==> src/design/i2cee_pkg.sv <==
// ----------------------------------------------------------------------------
// i2cee_pkg
// shared types and constants for the i2c eeprom byte access master
// ----------------------------------------------------------------------------
`timescale 1ns / 1ps
`default_nettype none

package i2cee_pkg;

   // field widths fixed by the item format
   localparam int MEM_ADDR_W = 11;
   localparam int BYTE_W     = 8;

   // command codes of the request item
   localparam logic [1:0] CMD_TICK  = 2'd0;
   localparam logic [1:0] CMD_READ  = 2'd1;
   localparam logic [1:0] CMD_WRITE = 2'd2;

   // configuration register indexes
   localparam logic [1:0] CSR_ACK_TIMEOUT = 2'd0;
   localparam logic [1:0] CSR_DEVICE_CODE = 2'd1;
   localparam logic [1:0] CSR_PHASE_TICKS = 2'd2;

   // configuration reset values
   localparam logic [7:0] ACK_TIMEOUT_RST = 8'd250;
   localparam logic [6:0] DEVICE_CODE_RST = 7'h50;
   localparam logic [7:0] PHASE_TICKS_RST = 8'd1;

   // queue between front and engine
   localparam int QUEUE_DEPTH = 2;
   localparam int QUEUE_PTR_W = $clog2(QUEUE_DEPTH);
   localparam int QUEUE_CNT_W = $clog2(QUEUE_DEPTH + 1);

   // request item
   typedef struct packed {
      logic [1:0]            cmd;
      logic [MEM_ADDR_W-1:0] mem_addr;
      logic [BYTE_W-1:0]     write_data;
      logic                  sda_in;
   } req_type;

   // result item
   typedef struct packed {
      logic              scl;
      logic              sda_out;
      logic              sda_oe;
      logic              busy_res;
      logic              done_res;
      logic [BYTE_W-1:0] read_data;
      logic              ack_error;
   } rsp_type;

   // classified item kind
   typedef enum logic [1:0] {
      KIND_TICK,
      KIND_READ,
      KIND_WRITE
   } kind_type;

   // classified item held in the queue
   typedef struct packed {
      kind_type              kind;
      logic [MEM_ADDR_W-1:0] mem_addr;
      logic [BYTE_W-1:0]     write_data;
      logic                  sda_in;
   } work_type;

endpackage

`default_nettype wire

==> src/design/i2cee_front.sv <==
// ----------------------------------------------------------------------------
// i2cee_front
// accepts request items, decodes the command and trims the address
// ----------------------------------------------------------------------------
`timescale 1ns / 1ps
`default_nettype none

module i2cee_front #(
   parameter int ADDR_BITS = 11
) (
   input  wire                 req_valid,
   output logic                req_ready,
   input  i2cee_pkg::req_type  req_payload,
   input  wire                 queue_full,
   output logic                push,
   output i2cee_pkg::work_type push_data
);

   localparam logic [i2cee_pkg::MEM_ADDR_W-1:0] ADDR_MASK =
      i2cee_pkg::MEM_ADDR_W'((1 << ADDR_BITS) - 1);

   // take an item whenever the queue has room
   assign req_ready = !queue_full;
   assign push      = req_valid && !queue_full;

   // command decode, the unused code counts as a tick
   always_comb begin
      push_data.mem_addr   = req_payload.mem_addr & ADDR_MASK;
      push_data.write_data = req_payload.write_data;
      push_data.sda_in     = req_payload.sda_in;
      unique case (req_payload.cmd)
         i2cee_pkg::CMD_READ:  push_data.kind = i2cee_pkg::KIND_READ;
         i2cee_pkg::CMD_WRITE: push_data.kind = i2cee_pkg::KIND_WRITE;
         default:              push_data.kind = i2cee_pkg::KIND_TICK;
      endcase
   end

endmodule

`default_nettype wire

==> src/design/i2cee_queue.sv <==
// ----------------------------------------------------------------------------
// i2cee_queue
// short first-in first-out queue of classified items
// ----------------------------------------------------------------------------
`timescale 1ns / 1ps
`default_nettype none

module i2cee_queue (
   input  wire                 clock,
   input  wire                 reset,
   input  wire                 push,
   input  i2cee_pkg::work_type push_data,
   output logic                full,
   input  wire                 pop,
   output logic                pop_valid,
   output i2cee_pkg::work_type pop_data
);

   i2cee_pkg::work_type                   entry_ff [i2cee_pkg::QUEUE_DEPTH];
   logic [i2cee_pkg::QUEUE_PTR_W-1:0]     wr_ptr_ff, wr_ptr_in;
   logic [i2cee_pkg::QUEUE_PTR_W-1:0]     rd_ptr_ff, rd_ptr_in;
   logic [i2cee_pkg::QUEUE_CNT_W-1:0]     count_ff, count_in;

   localparam logic [i2cee_pkg::QUEUE_PTR_W-1:0] LAST_PTR =
      i2cee_pkg::QUEUE_PTR_W'(i2cee_pkg::QUEUE_DEPTH - 1);
   localparam logic [i2cee_pkg::QUEUE_CNT_W-1:0] FULL_CNT =
      i2cee_pkg::QUEUE_CNT_W'(i2cee_pkg::QUEUE_DEPTH);

   assign full      = (count_ff == FULL_CNT);
   assign pop_valid = (count_ff != '0);
   assign pop_data  = entry_ff[rd_ptr_ff];

   // pointer and fill count update
   always_comb begin
      wr_ptr_in = wr_ptr_ff;
      rd_ptr_in = rd_ptr_ff;
      count_in  = count_ff;
      if (push) begin
         wr_ptr_in = (wr_ptr_ff == LAST_PTR) ? '0 : wr_ptr_ff + 1'b1;
      end
      if (pop) begin
         rd_ptr_in = (rd_ptr_ff == LAST_PTR) ? '0 : rd_ptr_ff + 1'b1;
      end
      if (push && !pop) begin
         count_in = count_ff + 1'b1;
      end else if (pop && !push) begin
         count_in = count_ff - 1'b1;
      end
   end

   always_ff @(posedge clock) begin
      if (reset) begin
         wr_ptr_ff <= '0;
         rd_ptr_ff <= '0;
         count_ff  <= '0;
      end else begin
         wr_ptr_ff <= wr_ptr_in;
         rd_ptr_ff <= rd_ptr_in;
         count_ff  <= count_in;
      end
   end

   // entry storage, no reset needed
   always_ff @(posedge clock) begin
      if (push) begin
         entry_ff[wr_ptr_ff] <= push_data;
      end
   end

endmodule

`default_nettype wire

==> src/design/i2cee_engine.sv <==
// ----------------------------------------------------------------------------
// i2cee_engine
// bus sequencer: one queued item advances the pin phase machine one tick
// ----------------------------------------------------------------------------
`timescale 1ns / 1ps
`default_nettype none

module i2cee_engine #(
   parameter int ADDR_BITS = 11
) (
   input  wire                 clock,
   input  wire                 reset,
   input  wire                 csr_valid,
   output logic                csr_ready,
   input  wire  [1:0]          csr_index,
   input  wire  [7:0]          csr_wdata,
   input  wire                 work_valid,
   input  i2cee_pkg::work_type work_data,
   output logic                pop,
   output logic                rsp_valid,
   input  wire                 rsp_ready,
   output i2cee_pkg::rsp_type  rsp_payload
);

   typedef enum logic [3:0] {
      ST_IDLE,
      ST_START,
      ST_DEVW,
      ST_ACK1,
      ST_ADDR,
      ST_ACK2,
      ST_DATA,
      ST_ACK3,
      ST_RSTART,
      ST_DEVR,
      ST_ACK4,
      ST_READ,
      ST_NAK,
      ST_STOP
   } step_type;

   step_type                step_ff, step_in;
   logic [1:0]              phase_ff, phase_in;
   logic [7:0]              div_ff, div_in;
   logic [2:0]              bit_ff, bit_in;
   logic [7:0]              shift_ff, shift_in;
   logic [7:0]              ack_cnt_ff, ack_cnt_in;
   logic [ADDR_BITS-1:0]    addr_ff, addr_in;
   logic [7:0]              data_ff, data_in;
   logic                    read_mode_ff, read_mode_in;
   logic                    error_ff, error_in;
   logic [7:0]              ack_timeout_ff;
   logic [6:0]              device_code_ff;
   logic [7:0]              phase_ticks_ff;
   logic                    rsp_valid_ff;
   i2cee_pkg::rsp_type      rsp_ff, rsp_in;

   logic [7:0]              limit;
   logic                    done;
   logic                    is_ack;
   logic                    is_send;
   logic                    mid;

   // device byte: code plus high address bits, shifted up, with r/w bit
   function automatic logic [7:0] dev_byte(input logic [6:0] code, input logic [2:0] hi,
                                           input logic rd);
      logic [6:0] sum;
      sum = code + {4'd0, hi};
      return {sum, rd};
   endfunction

   assign csr_ready   = 1'b1;
   assign pop         = work_valid && (!rsp_valid_ff || rsp_ready);
   assign rsp_valid   = rsp_valid_ff;
   assign rsp_payload = rsp_ff;
   assign limit       = (phase_ticks_ff == 8'd0) ? 8'd1 : phase_ticks_ff;

   assign is_ack  = (step_ff == ST_ACK1) || (step_ff == ST_ACK2) ||
                    (step_ff == ST_ACK3) || (step_ff == ST_ACK4);
   assign is_send = (step_ff == ST_DEVW) || (step_ff == ST_ADDR) ||
                    (step_ff == ST_DATA) || (step_ff == ST_DEVR);

   // next state for one tick
   always_comb begin
      step_in      = step_ff;
      phase_in     = phase_ff;
      div_in       = div_ff;
      bit_in       = bit_ff;
      shift_in     = shift_ff;
      ack_cnt_in   = ack_cnt_ff;
      addr_in      = addr_ff;
      data_in      = data_ff;
      read_mode_in = read_mode_ff;
      error_in     = error_ff;
      done         = 1'b0;
      if (pop) begin
         if (step_ff == ST_IDLE) begin
            // request start while idle
            if (work_data.kind == i2cee_pkg::KIND_READ ||
                work_data.kind == i2cee_pkg::KIND_WRITE) begin
               addr_in      = work_data.mem_addr[ADDR_BITS-1:0];
               data_in      = work_data.write_data;
               read_mode_in = (work_data.kind == i2cee_pkg::KIND_READ);
               error_in     = 1'b0;
               step_in      = ST_START;
               phase_in     = 2'd0;
               div_in       = 8'd0;
               bit_in       = 3'd0;
               ack_cnt_in   = 8'd0;
               shift_in     = dev_byte(device_code_ff, 3'(addr_in >> 8), 1'b0);
            end
         end else if (is_ack && phase_ff == 2'd2) begin
            // acknowledge wait, sampled every tick
            if (!work_data.sda_in) begin
               phase_in   = 2'd3;
               div_in     = 8'd0;
               ack_cnt_in = 8'd0;
            end else if (ack_cnt_ff >= ack_timeout_ff) begin
               error_in   = 1'b1;
               step_in    = ST_STOP;
               phase_in   = 2'd0;
               div_in     = 8'd0;
               bit_in     = 3'd0;
               ack_cnt_in = 8'd0;
            end else begin
               ack_cnt_in = ack_cnt_ff + 8'd1;
            end
         end else begin
            div_in = div_ff + 8'd1;
            if (div_in >= limit) begin
               div_in = 8'd0;
               if (phase_ff != 2'd3) begin
                  if (step_ff == ST_READ && phase_ff == 2'd2) begin
                     shift_in = {shift_ff[6:0], work_data.sda_in};
                  end
                  phase_in = phase_ff + 2'd1;
               end else if (is_send || step_ff == ST_READ) begin
                  // end of a data bit
                  if (is_send) begin
                     shift_in = {shift_ff[6:0], 1'b0};
                  end
                  bit_in   = bit_ff + 3'd1;
                  phase_in = 2'd0;
                  if (bit_in == 3'd0) begin
                     ack_cnt_in = 8'd0;
                     case (step_ff)
                        ST_DEVW: step_in = ST_ACK1;
                        ST_ADDR: step_in = ST_ACK2;
                        ST_DATA: step_in = ST_ACK3;
                        ST_DEVR: step_in = ST_ACK4;
                        default: step_in = ST_NAK;
                     endcase
                  end
               end else begin
                  // end of a framing or acknowledge symbol
                  phase_in   = 2'd0;
                  bit_in     = 3'd0;
                  ack_cnt_in = 8'd0;
                  unique case (step_ff)
                     ST_START: step_in = ST_DEVW;
                     ST_ACK1: begin
                        step_in  = ST_ADDR;
                        shift_in = addr_ff[7:0];
                     end
                     ST_ACK2: begin
                        if (read_mode_ff) begin
                           step_in = ST_RSTART;
                        end else begin
                           step_in  = ST_DATA;
                           shift_in = data_ff;
                        end
                     end
                     ST_ACK3:   step_in = ST_STOP;
                     ST_RSTART: begin
                        step_in  = ST_DEVR;
                        shift_in = dev_byte(device_code_ff, 3'(addr_ff >> 8), 1'b1);
                     end
                     ST_ACK4: begin
                        step_in  = ST_READ;
                        shift_in = 8'd0;
                     end
                     ST_NAK:  step_in = ST_STOP;
                     default: begin
                        step_in = ST_IDLE;
                        done    = 1'b1;
                     end
                  endcase
               end
            end
         end
      end
   end

   // pin levels after the tick
   assign mid = (phase_in == 2'd1) || (phase_in == 2'd2);

   always_comb begin
      rsp_in.scl       = 1'b1;
      rsp_in.sda_out   = 1'b1;
      rsp_in.sda_oe    = 1'b1;
      rsp_in.busy_res  = (step_in != ST_IDLE);
      rsp_in.done_res  = done;
      rsp_in.read_data = (done && read_mode_in && !error_in) ? shift_in : 8'd0;
      rsp_in.ack_error = done && error_in;
      unique case (step_in)
         ST_IDLE: rsp_in.sda_oe = 1'b0;
         ST_START: begin
            rsp_in.scl     = (phase_in != 2'd3);
            rsp_in.sda_out = (phase_in < 2'd2);
         end
         ST_RSTART: begin
            rsp_in.scl     = mid;
            rsp_in.sda_out = (phase_in < 2'd2);
         end
         ST_STOP: begin
            rsp_in.scl     = (phase_in != 2'd0);
            rsp_in.sda_out = (phase_in >= 2'd2);
         end
         ST_DEVW, ST_ADDR, ST_DATA, ST_DEVR: begin
            rsp_in.scl     = mid;
            rsp_in.sda_out = shift_in[7];
         end
         ST_ACK1, ST_ACK2, ST_ACK3, ST_ACK4, ST_READ: begin
            rsp_in.scl    = mid;
            rsp_in.sda_oe = 1'b0;
         end
         ST_NAK:  rsp_in.scl = mid;
         default: rsp_in.scl = mid;
      endcase
   end

   // state, configuration and output register
   always_ff @(posedge clock) begin
      if (reset) begin
         step_ff        <= ST_IDLE;
         phase_ff       <= 2'd0;
         div_ff         <= 8'd0;
         bit_ff         <= 3'd0;
         shift_ff       <= 8'd0;
         ack_cnt_ff     <= 8'd0;
         addr_ff        <= '0;
         data_ff        <= 8'd0;
         read_mode_ff   <= 1'b0;
         error_ff       <= 1'b0;
         ack_timeout_ff <= i2cee_pkg::ACK_TIMEOUT_RST;
         device_code_ff <= i2cee_pkg::DEVICE_CODE_RST;
         phase_ticks_ff <= i2cee_pkg::PHASE_TICKS_RST;
         rsp_valid_ff   <= 1'b0;
      end else begin
         step_ff      <= step_in;
         phase_ff     <= phase_in;
         div_ff       <= div_in;
         bit_ff       <= bit_in;
         shift_ff     <= shift_in;
         ack_cnt_ff   <= ack_cnt_in;
         addr_ff      <= addr_in;
         data_ff      <= data_in;
         read_mode_ff <= read_mode_in;
         error_ff     <= error_in;
         if (csr_valid) begin
            case (csr_index)
               i2cee_pkg::CSR_ACK_TIMEOUT: ack_timeout_ff <= csr_wdata;
               i2cee_pkg::CSR_DEVICE_CODE: device_code_ff <= csr_wdata[6:0];
               i2cee_pkg::CSR_PHASE_TICKS: phase_ticks_ff <= csr_wdata;
               default: ;
            endcase
         end
         if (pop) begin
            rsp_valid_ff <= 1'b1;
         end else if (rsp_ready) begin
            rsp_valid_ff <= 1'b0;
         end
      end
      if (pop) begin
         rsp_ff <= rsp_in;
      end
   end

endmodule

`default_nettype wire

==> src/design/i2c_eeprom_byte_access_master.sv <==
// ----------------------------------------------------------------------------
// i2c_eeprom_byte_access_master
// i2c master for single byte random reads and writes to a 24xx eeprom
// ----------------------------------------------------------------------------
// channel   direction  ports                               accepted when
// req       in         req_valid req_ready req_payload     req_valid & req_ready
// rsp       out        rsp_valid rsp_ready rsp_payload     rsp_valid & rsp_ready
// csr       in         csr_valid csr_ready csr_index/wdata csr_valid & csr_ready
//
// one item per clock sustained while rsp_ready is held high; a taken item is
// written into the two-entry queue, and its result is registered when the
// engine pops it, which waits while an earlier result is stalled
// reset is synchronous and puts the bus idle with default configuration
// the queue keeps taking items while a result waits, until it holds two
// csr writes are always taken
// ----------------------------------------------------------------------------
`timescale 1ns / 1ps
`default_nettype none

module i2c_eeprom_byte_access_master #(
   parameter int ADDR_BITS = 11
) (
   input  wire                clock,
   input  wire                reset,
   input  wire                req_valid,
   output logic               req_ready,
   input  i2cee_pkg::req_type req_payload,
   output logic               rsp_valid,
   input  wire                rsp_ready,
   output i2cee_pkg::rsp_type rsp_payload,
   input  wire                csr_valid,
   output logic               csr_ready,
   input  wire  [1:0]         csr_index,
   input  wire  [7:0]         csr_wdata
);

   logic                queue_full;
   logic                push;
   i2cee_pkg::work_type push_data;
   logic                pop;
   logic                pop_valid;
   i2cee_pkg::work_type pop_data;

   // front: accept and classify
   i2cee_front #(
      .ADDR_BITS (ADDR_BITS)
   ) u_front (
      .req_valid   (req_valid),
      .req_ready   (req_ready),
      .req_payload (req_payload),
      .queue_full  (queue_full),
      .push        (push),
      .push_data   (push_data)
   );

   // queue between the two sides
   i2cee_queue u_queue (
      .clock     (clock),
      .reset     (reset),
      .push      (push),
      .push_data (push_data),
      .full      (queue_full),
      .pop       (pop),
      .pop_valid (pop_valid),
      .pop_data  (pop_data)
   );

   // back: bus sequencer
   i2cee_engine #(
      .ADDR_BITS (ADDR_BITS)
   ) u_engine (
      .clock       (clock),
      .reset       (reset),
      .csr_valid   (csr_valid),
      .csr_ready   (csr_ready),
      .csr_index   (csr_index),
      .csr_wdata   (csr_wdata),
      .work_valid  (pop_valid),
      .work_data   (pop_data),
      .pop         (pop),
      .rsp_valid   (rsp_valid),
      .rsp_ready   (rsp_ready),
      .rsp_payload (rsp_payload)
   );

endmodule

`default_nettype wire

==> config.mk <==
export PLATFORM = sky130hd
export DESIGN_NAME = i2c_eeprom_byte_access_master
export DESIGN_NICKNAME = d
export VERILOG_FILES = /design/src/design/i2cee_pkg.sv /design/src/design/i2cee_front.sv /design/src/design/i2cee_queue.sv /design/src/design/i2cee_engine.sv /design/src/design/i2c_eeprom_byte_access_master.sv
export SDC_FILE = /design/constraint.sdc
export NUM_CORES = 1
export LEC_CHECK = 0
export ABC_AREA = 1
export BUFFER_PORTS_ARGS = -buffer_cell sky130_fd_sc_hd__buf_2
export CELL_PAD_IN_SITES_DETAIL_PLACEMENT = 0
export CELL_PAD_IN_SITES_GLOBAL_PLACEMENT = 2
export CORE_MARGIN = 4
export CORE_UTILIZATION = 33
export DETAILED_ROUTE_END_ITERATION = 8
export PLACE_DENSITY = 0.73
export SYNTH_ARGS = -nofsm -noshare
export SYNTH_HDL_FRONTEND = slang
export SYNTH_HIERARCHICAL = 1
export SYNTH_SLANG_ARGS = --single-unit
==> constraint.sdc <==
create_clock -name clock -period 3 [get_ports clock]
set_clock_uncertainty 0.1 [all_clocks]
set_input_delay 0.3 -clock clock [delete_from_list [all_inputs] [get_ports clock]]
set_output_delay 0.3 -clock clock [all_outputs]
set_load 0.01 [all_outputs]
* Word-level counts from Yosys, hierarchy flattened
Memories as Yosys holds them, arrays and structs flattened. A register that Yosys moved wholly into a read port is not among the register bits.
Index checks and enable logic that the tools add are counted.
** Word-level totals
- Register bits after elaboration :: 96
- Memories kept :: 1
- Output and inout port bits :: 17
- RAM bits :: 44
- Logic and storage cells :: 213
** Memory list
- u_queue.entry_ff :: words 2, width 22, rd ports 1, clocked after Yosys merged registers in 1, write ports 1, RTL line i2cee_queue.sv:19 : i2cee_pkg::work_type entry_ff [i2cee_pkg::QUEUE_DEPTH];
** Cells by class
- Mux-type cells :: 85
- $lt $le $gt $ge :: 4
- Reductions and logical operators :: 47
- Eq/ne operators :: 42
- $add $sub $neg :: 10
** Operator list (count)
- $mux W8 :: 25
- $mux W4 :: 11
- $eq A4 B4 Y1 const B :: 10
- $eq A4 B3 Y1 const B :: 8
- $pmux W8 S4 :: 1
- $mux W1 :: 25
- $mux W3 :: 8
- $pmux W4 S6 :: 1
- $mux W2 :: 10
- $add A8 B1 Y8 const B :: 2
- $eq A4 B2 Y1 const B :: 4
- $ge A8 B8 Y1 :: 2
- $pmux W4 S4 :: 1
- $add A7 B3 Y7 :: 2
- $eq A2 B2 Y1 const B :: 6
- $logic_or A1 B1 Y1 :: 10
- $logic_and A1 B1 Y1 :: 9
- $eq A2 B1 Y1 const B :: 4
- $eq A4 B1 Y1 const B :: 2
- $logic_not A4 Y1 :: 2
- $logic_not A8 Y1 :: 1
- $reduce_bool A2 Y1 :: 4
- $reduce_or A7 Y1 :: 1
- $ne A2 B2 Y1 const B :: 3
- 24 further kinds :: 36

* Longest topological paths before layout
- Depth in word-level cells :: 14
- Gate-level depth with buffers :: 23
- Gate-level depth less buffers :: 23

* Hierarchy
Netlist, hierarchy kept.
** Modules (own cells, without submodules)
- i2cee_engine :: times used 1, area each 5611.6 µm², cells each 797, seq. area each 1981.9 µm²
- i2cee_queue :: times used 1, area each 1818.0 µm², cells each 101, seq. area each 1421.4 µm²
- i2cee_front :: times used 1, area each 176.4 µm², cells each 27, seq. area each 0.0 µm²

* Worst setup path before layout
Ideal clock, no wire load.
- Path kind :: reg-to-reg
- Start point :: register u_engine.div_ff[0]
- End point :: register u_engine.rsp_ff (netlist bit u_engine/rsp_payload[13]), data pin
- Arrival time :: 2.787 ns
- Slack :: -0.152 ns
- Clock period less this slack :: 3.152 ns
- Setup time :: 0.264 ns
- Required time :: 2.636 ns
- Stages on the path, launching flop included :: 17
- Cell sequence :: dfxtp_1 > nand3_1 > nand3b_1 > nand3b_1 > xor2_1 > ha_1 > a21o_1 > nor2_1 > nand3_2 > nor2_2 > nor2_2 > o221ai_1 > nand2_1 > o21ai_0 > ha_1 > nand3_1 > nand4_1
** RTL lines
- start, declared :: RTL line i2cee_engine.sv:44 : logic [7:0] div_ff, div_in;
- start signal, assigned :: RTL line i2cee_engine.sv:252 : div_ff <= div_in;
- end signal, assigned :: RTL line i2cee_engine.sv:275 : rsp_ff <= rsp_in;
- end, declared :: RTL line i2cee_engine.sv:56 : i2cee_pkg::rsp_type rsp_ff, rsp_in;

==> metrics.yaml <==
outcome:
  status: "complete, but fails checks"
  violations: "setup timing"
finish:
  nets: 1129
  multi_input_area_sq_um: 3651
  syn_to_final_growth_pct: 25.50
  seq_area_sq_um: 3412
  drive_gt1_frac: 0.2437
  nFillCells: 2247
  antenna_cells: 0
  final_area_sq_um: 9545
  final_cells: 1356
sta:
  setup_violations: 4
  worst_pin_slew_ns: 0.9287
  period_minus_slack_ns: 3.138
  timing_hold_violations_final: 0
  setup-tns-final_ns: -0.2553
  max-slew-margin-rel: 0.3802
  fmax_mhz: 318.6
  drv_slew: 0
  worst_slack_ns: -0.1385
  rsz0062_at_grt: "yes"
  post-route-period-util: 1.046
grt:
  grt_start_max_net_pins: 44
  grtUsageTotal: 0.1586
  grt-ovfl-total: 0
  grt_pass1_wl_microns: 32710
  grt_pass1_vias: 6441
  antenna_found_initial: 0
routing:
  wirelength_microns: 19620
  viasPerCell: 4.646
  drt_first_iter_violations: 279
  antenna_left: 0
  remaining_drc_errors: 0
  num_vias: 6300
  wire_per_inst_microns: 14.47
  dr.pass1.iters: 5
place:
  portBuffers: 52
  hpwl_microns: 14450
  place_congestion: 0.8190
  placedCellCount: 1288
  post_dp_cell_area_sq_um: 8484
worst_setup_path:
  timing.rr.end: "u_engine/rsp_payload[13]"
  cpLargestDelayFamily: "simple AND/OR/NAND/NOR gates"
  startpoint_type: "register"
  crit_fanout: 5
  reg2reg_slack_ns: -0.14
  cpMaxStageDelayCell: "dfxtp_4"
  path_common_cell: "nand3b_1"
  timing.rr.start: "u_engine/div_ff[1]"
  reg2regPathDepth: 16
  cp.required_ns: 3.06
  slowest_delay_ns: 0.37
  arrival_ns: 3.20
  crit_type: "reg -> reg"
  cp-end-kind: "register"
  cp_cell_sequence: "nand3_2 > nand3b_1 > nand3b_1 > xor2_1 > ha_1 > a21o_1 > nor2_2 > nand3_4 > buf_6 > a21oi_1 > nand2_1 > a22oi_2 > buf_4 > ha_1 > nand3b_1 > nand4_1"
  worst-path-buf-inv: 2
logic_synthesis:
  async_reset_ff_frac: 0
  synth_seq_area_share: 0.4474
  synth-edff-count: 58
  synthCells: 925
  syn_area_sq_um: 7606
  syn_nets: 996
  yosysWarnings: 6
  ys.flop_type: "dfxtp_1"
  synth.avg_cell_area_sq_um: 8.223
  ys_types: 51
  ys_ff_latch: 141
power:
  power_leakage_uw: 0.004222
  ir_drop_uv: 373.4
  power.density_nw_per_um2: 995.2
  finalPower_uw: 9500
clocking:
  cts_tree: "yes"
  path_clk_slew_ns: 0.06
  cts_made_buffers: 17
  h-tree-depth: 4
  cts_buffer_depth: 2
  cts_sinks: 141
  worstSkewPairLatency_ns: 0.43
  cts-root-buf: "clkbuf_16"
flow_run:
  drv_cap: 0
worst_hold_path:
  hold_start: "csr_wdata[7]"
  hp-class: "in -> reg"
  holdPathEnd: "u_engine/ack_timeout_ff[7]"
  hold_depth: 3
floorplanning:
  rows: 55
  fp.dieH_microns: 159.8
  die_w_microns: 159.8
  start_util: 0.3359
  die_area_sq_um: 25540
  core_area_sq_um: 22640
  io_pins: 54
==> Yosys cell counts (all sizes together) (4+ instances only) <==
cell type / count / area, sq um
ha: 32 / 400.4
o211ai: 11 / 82.58
nor2: 126 / 518.0
o21ai: 75 / 379.1
nand4: 13 / 87.58
dfxtp: 83 / 1662
nand3: 46 / 267.8
nand2: 175 / 704.4
mux2: 22 / 247.7
clkbuf: 14 / 52.55
nand3b: 5 / 37.54
nor3: 12 / 60.06
clkinv: 4 / 16.26
xor2: 9 / 78.83
o221ai: 4 / 35.03
a22oi: 6 / 50.05
a211oi: 4 / 30.03
inv: 110 / 420.4
edfxtp: 58 / 1742
buf: 29 / 220.2
a21oi: 68 / 340.3
==> worst max path at each step <==
stage                            start                  endpoint  slack, ns  cells past startpoint
floorplan           u_engine/div_ff[2]  u_engine/rsp_payload[13]      -0.05                     19
global placement    u_engine/div_ff[1]   u_engine/rsp_payload[4]      -0.16                     16
detailed placement  u_engine/div_ff[0]   u_engine/rsp_payload[4]      -0.20                     17
CTS                 u_engine/div_ff[1]  u_engine/rsp_payload[13]      -0.11                     19
global route        u_engine/div_ff[1]  u_engine/rsp_payload[13]      -0.31                     19
finish              u_engine/div_ff[1]  u_engine/rsp_payload[13]      -0.14                     16
==> where the power goes <==
| part | switching [uW] | internal [uW] |
|---|---|---|
| Combinational | 2740 | 1880 |
| Sequential | 272 | 2530 |
| Clock | 911 | 1170 |
==> cell type report <==
cell class	instances	area share
Inverter	114	0.04601
Clock buffer	18	0.04496
Clock inverter	14	0.01547
Sequential cell	141	0.3575
Tap cell	285	0.03736
Timing Repair Buffer	157	0.1163
Multi-Input combinational cell	627	0.3825
==> repair_timing <==
action | 4_1_cts | 5_1_grt
hold buffers | 20 | 0
pin swaps | 18 | 17
endpoints found under the hold margin | 40 | 0
buffers inserted | 13 | 4
gates cloned | 0 | 0
setup endpoints to repair | 16 | 29
gates resized for setup | 21 | 24
==> cells in the final DEF (no fill, tap or decap), drive strengths merged, types with 5 or more instances in the layout <==
| cell | instances |
|---|---|
| mux2 | 22 |
| nor3 | 12 |
| nand4 | 13 |
| nand2 | 175 |
| nor2 | 126 |
| clkinv | 6 |
| nand3 | 46 |
| o211ai | 11 |
| o21ai | 75 |
| buf | 137 |
| clkbuf | 18 |
| ha | 32 |
| inv | 118 |
| xor2 | 9 |
| edfxtp | 58 |
| dlygate4sd3 | 20 |
| nand3b | 5 |
| a21oi | 68 |
| a22oi | 6 |
| dfxtp | 83 |
==> worst register-to-register path, delay by kind of cell (launching register included) <==
| family | cells | cell delay (ns) |
|---|---|---|
| xor gates and xnor gates | 1 | 0.19 |
| DFF | 1 | 0.37 |
| adders and majority gates | 2 | 0.45 |
| and+or+nand+nor | 8 | 0.95 |
| AOI/OAI and AO/OA | 3 | 0.53 |
| buffers and inverters | 2 | 0.29 |
==> logic make-up (layout without fill, tap and decap cells) <==
logic type               after synthesis  count (layout)  share of synthesized area
AO/OA/AOI/OAI                        179             179                     0.1326
multiplexers                          23              23                    0.03389
other                                  1               1                  0.0004930
adder cells (fa/ha/maj)               34              34                    0.05790
AND/OR/NAND/NOR                      380             380                     0.2229
flip-flops                           141             141                     0.4474
XOR/XNOR                              10              10                    0.01152
buffers and inverters                157             303                    0.09327
==> stage by stage <==
stage / utilization / hold WS (ns) / setup WS, ns
after floorplan: - / 0.2724 / -0.04840
after global placement: 0.3747 / 0.3569 / -0.1597
after detailed placement: 0.3747 / 0.3670 / -0.1957
after CTS: 0.4172 / 0.001027 / -0.1109
after global routing: 0.4216 / 0.03372 / -0.3139
final: 0.4216 / 0.01397 / -0.1385
==> registers in the layout, summed over array words and instances, names as in the netlist, 4 cells and up, named ones only <==
signal                   flops
u_engine/rsp_payload        14
u_engine/step_ff             4
u_engine/addr_ff            11
u_engine/div_ff              8
u_engine/ack_cnt_ff          8
u_queue/entry_ff            44
u_engine/ack_timeout_ff      8
u_engine/data_ff             8
u_engine/device_code_ff      7
u_engine/phase_ticks_ff      8
u_engine/shift_ff            8
==> layer usage <==
metal / global-route usage / wire length, microns
met2: 0.2732 / 9528
met3: 0.02839 / 412
met1: 0.2053 / 9432
met4: 0.04458 / 245
met5: 0 / 0
No activity file was read; power rests on OpenSTA's default activity.
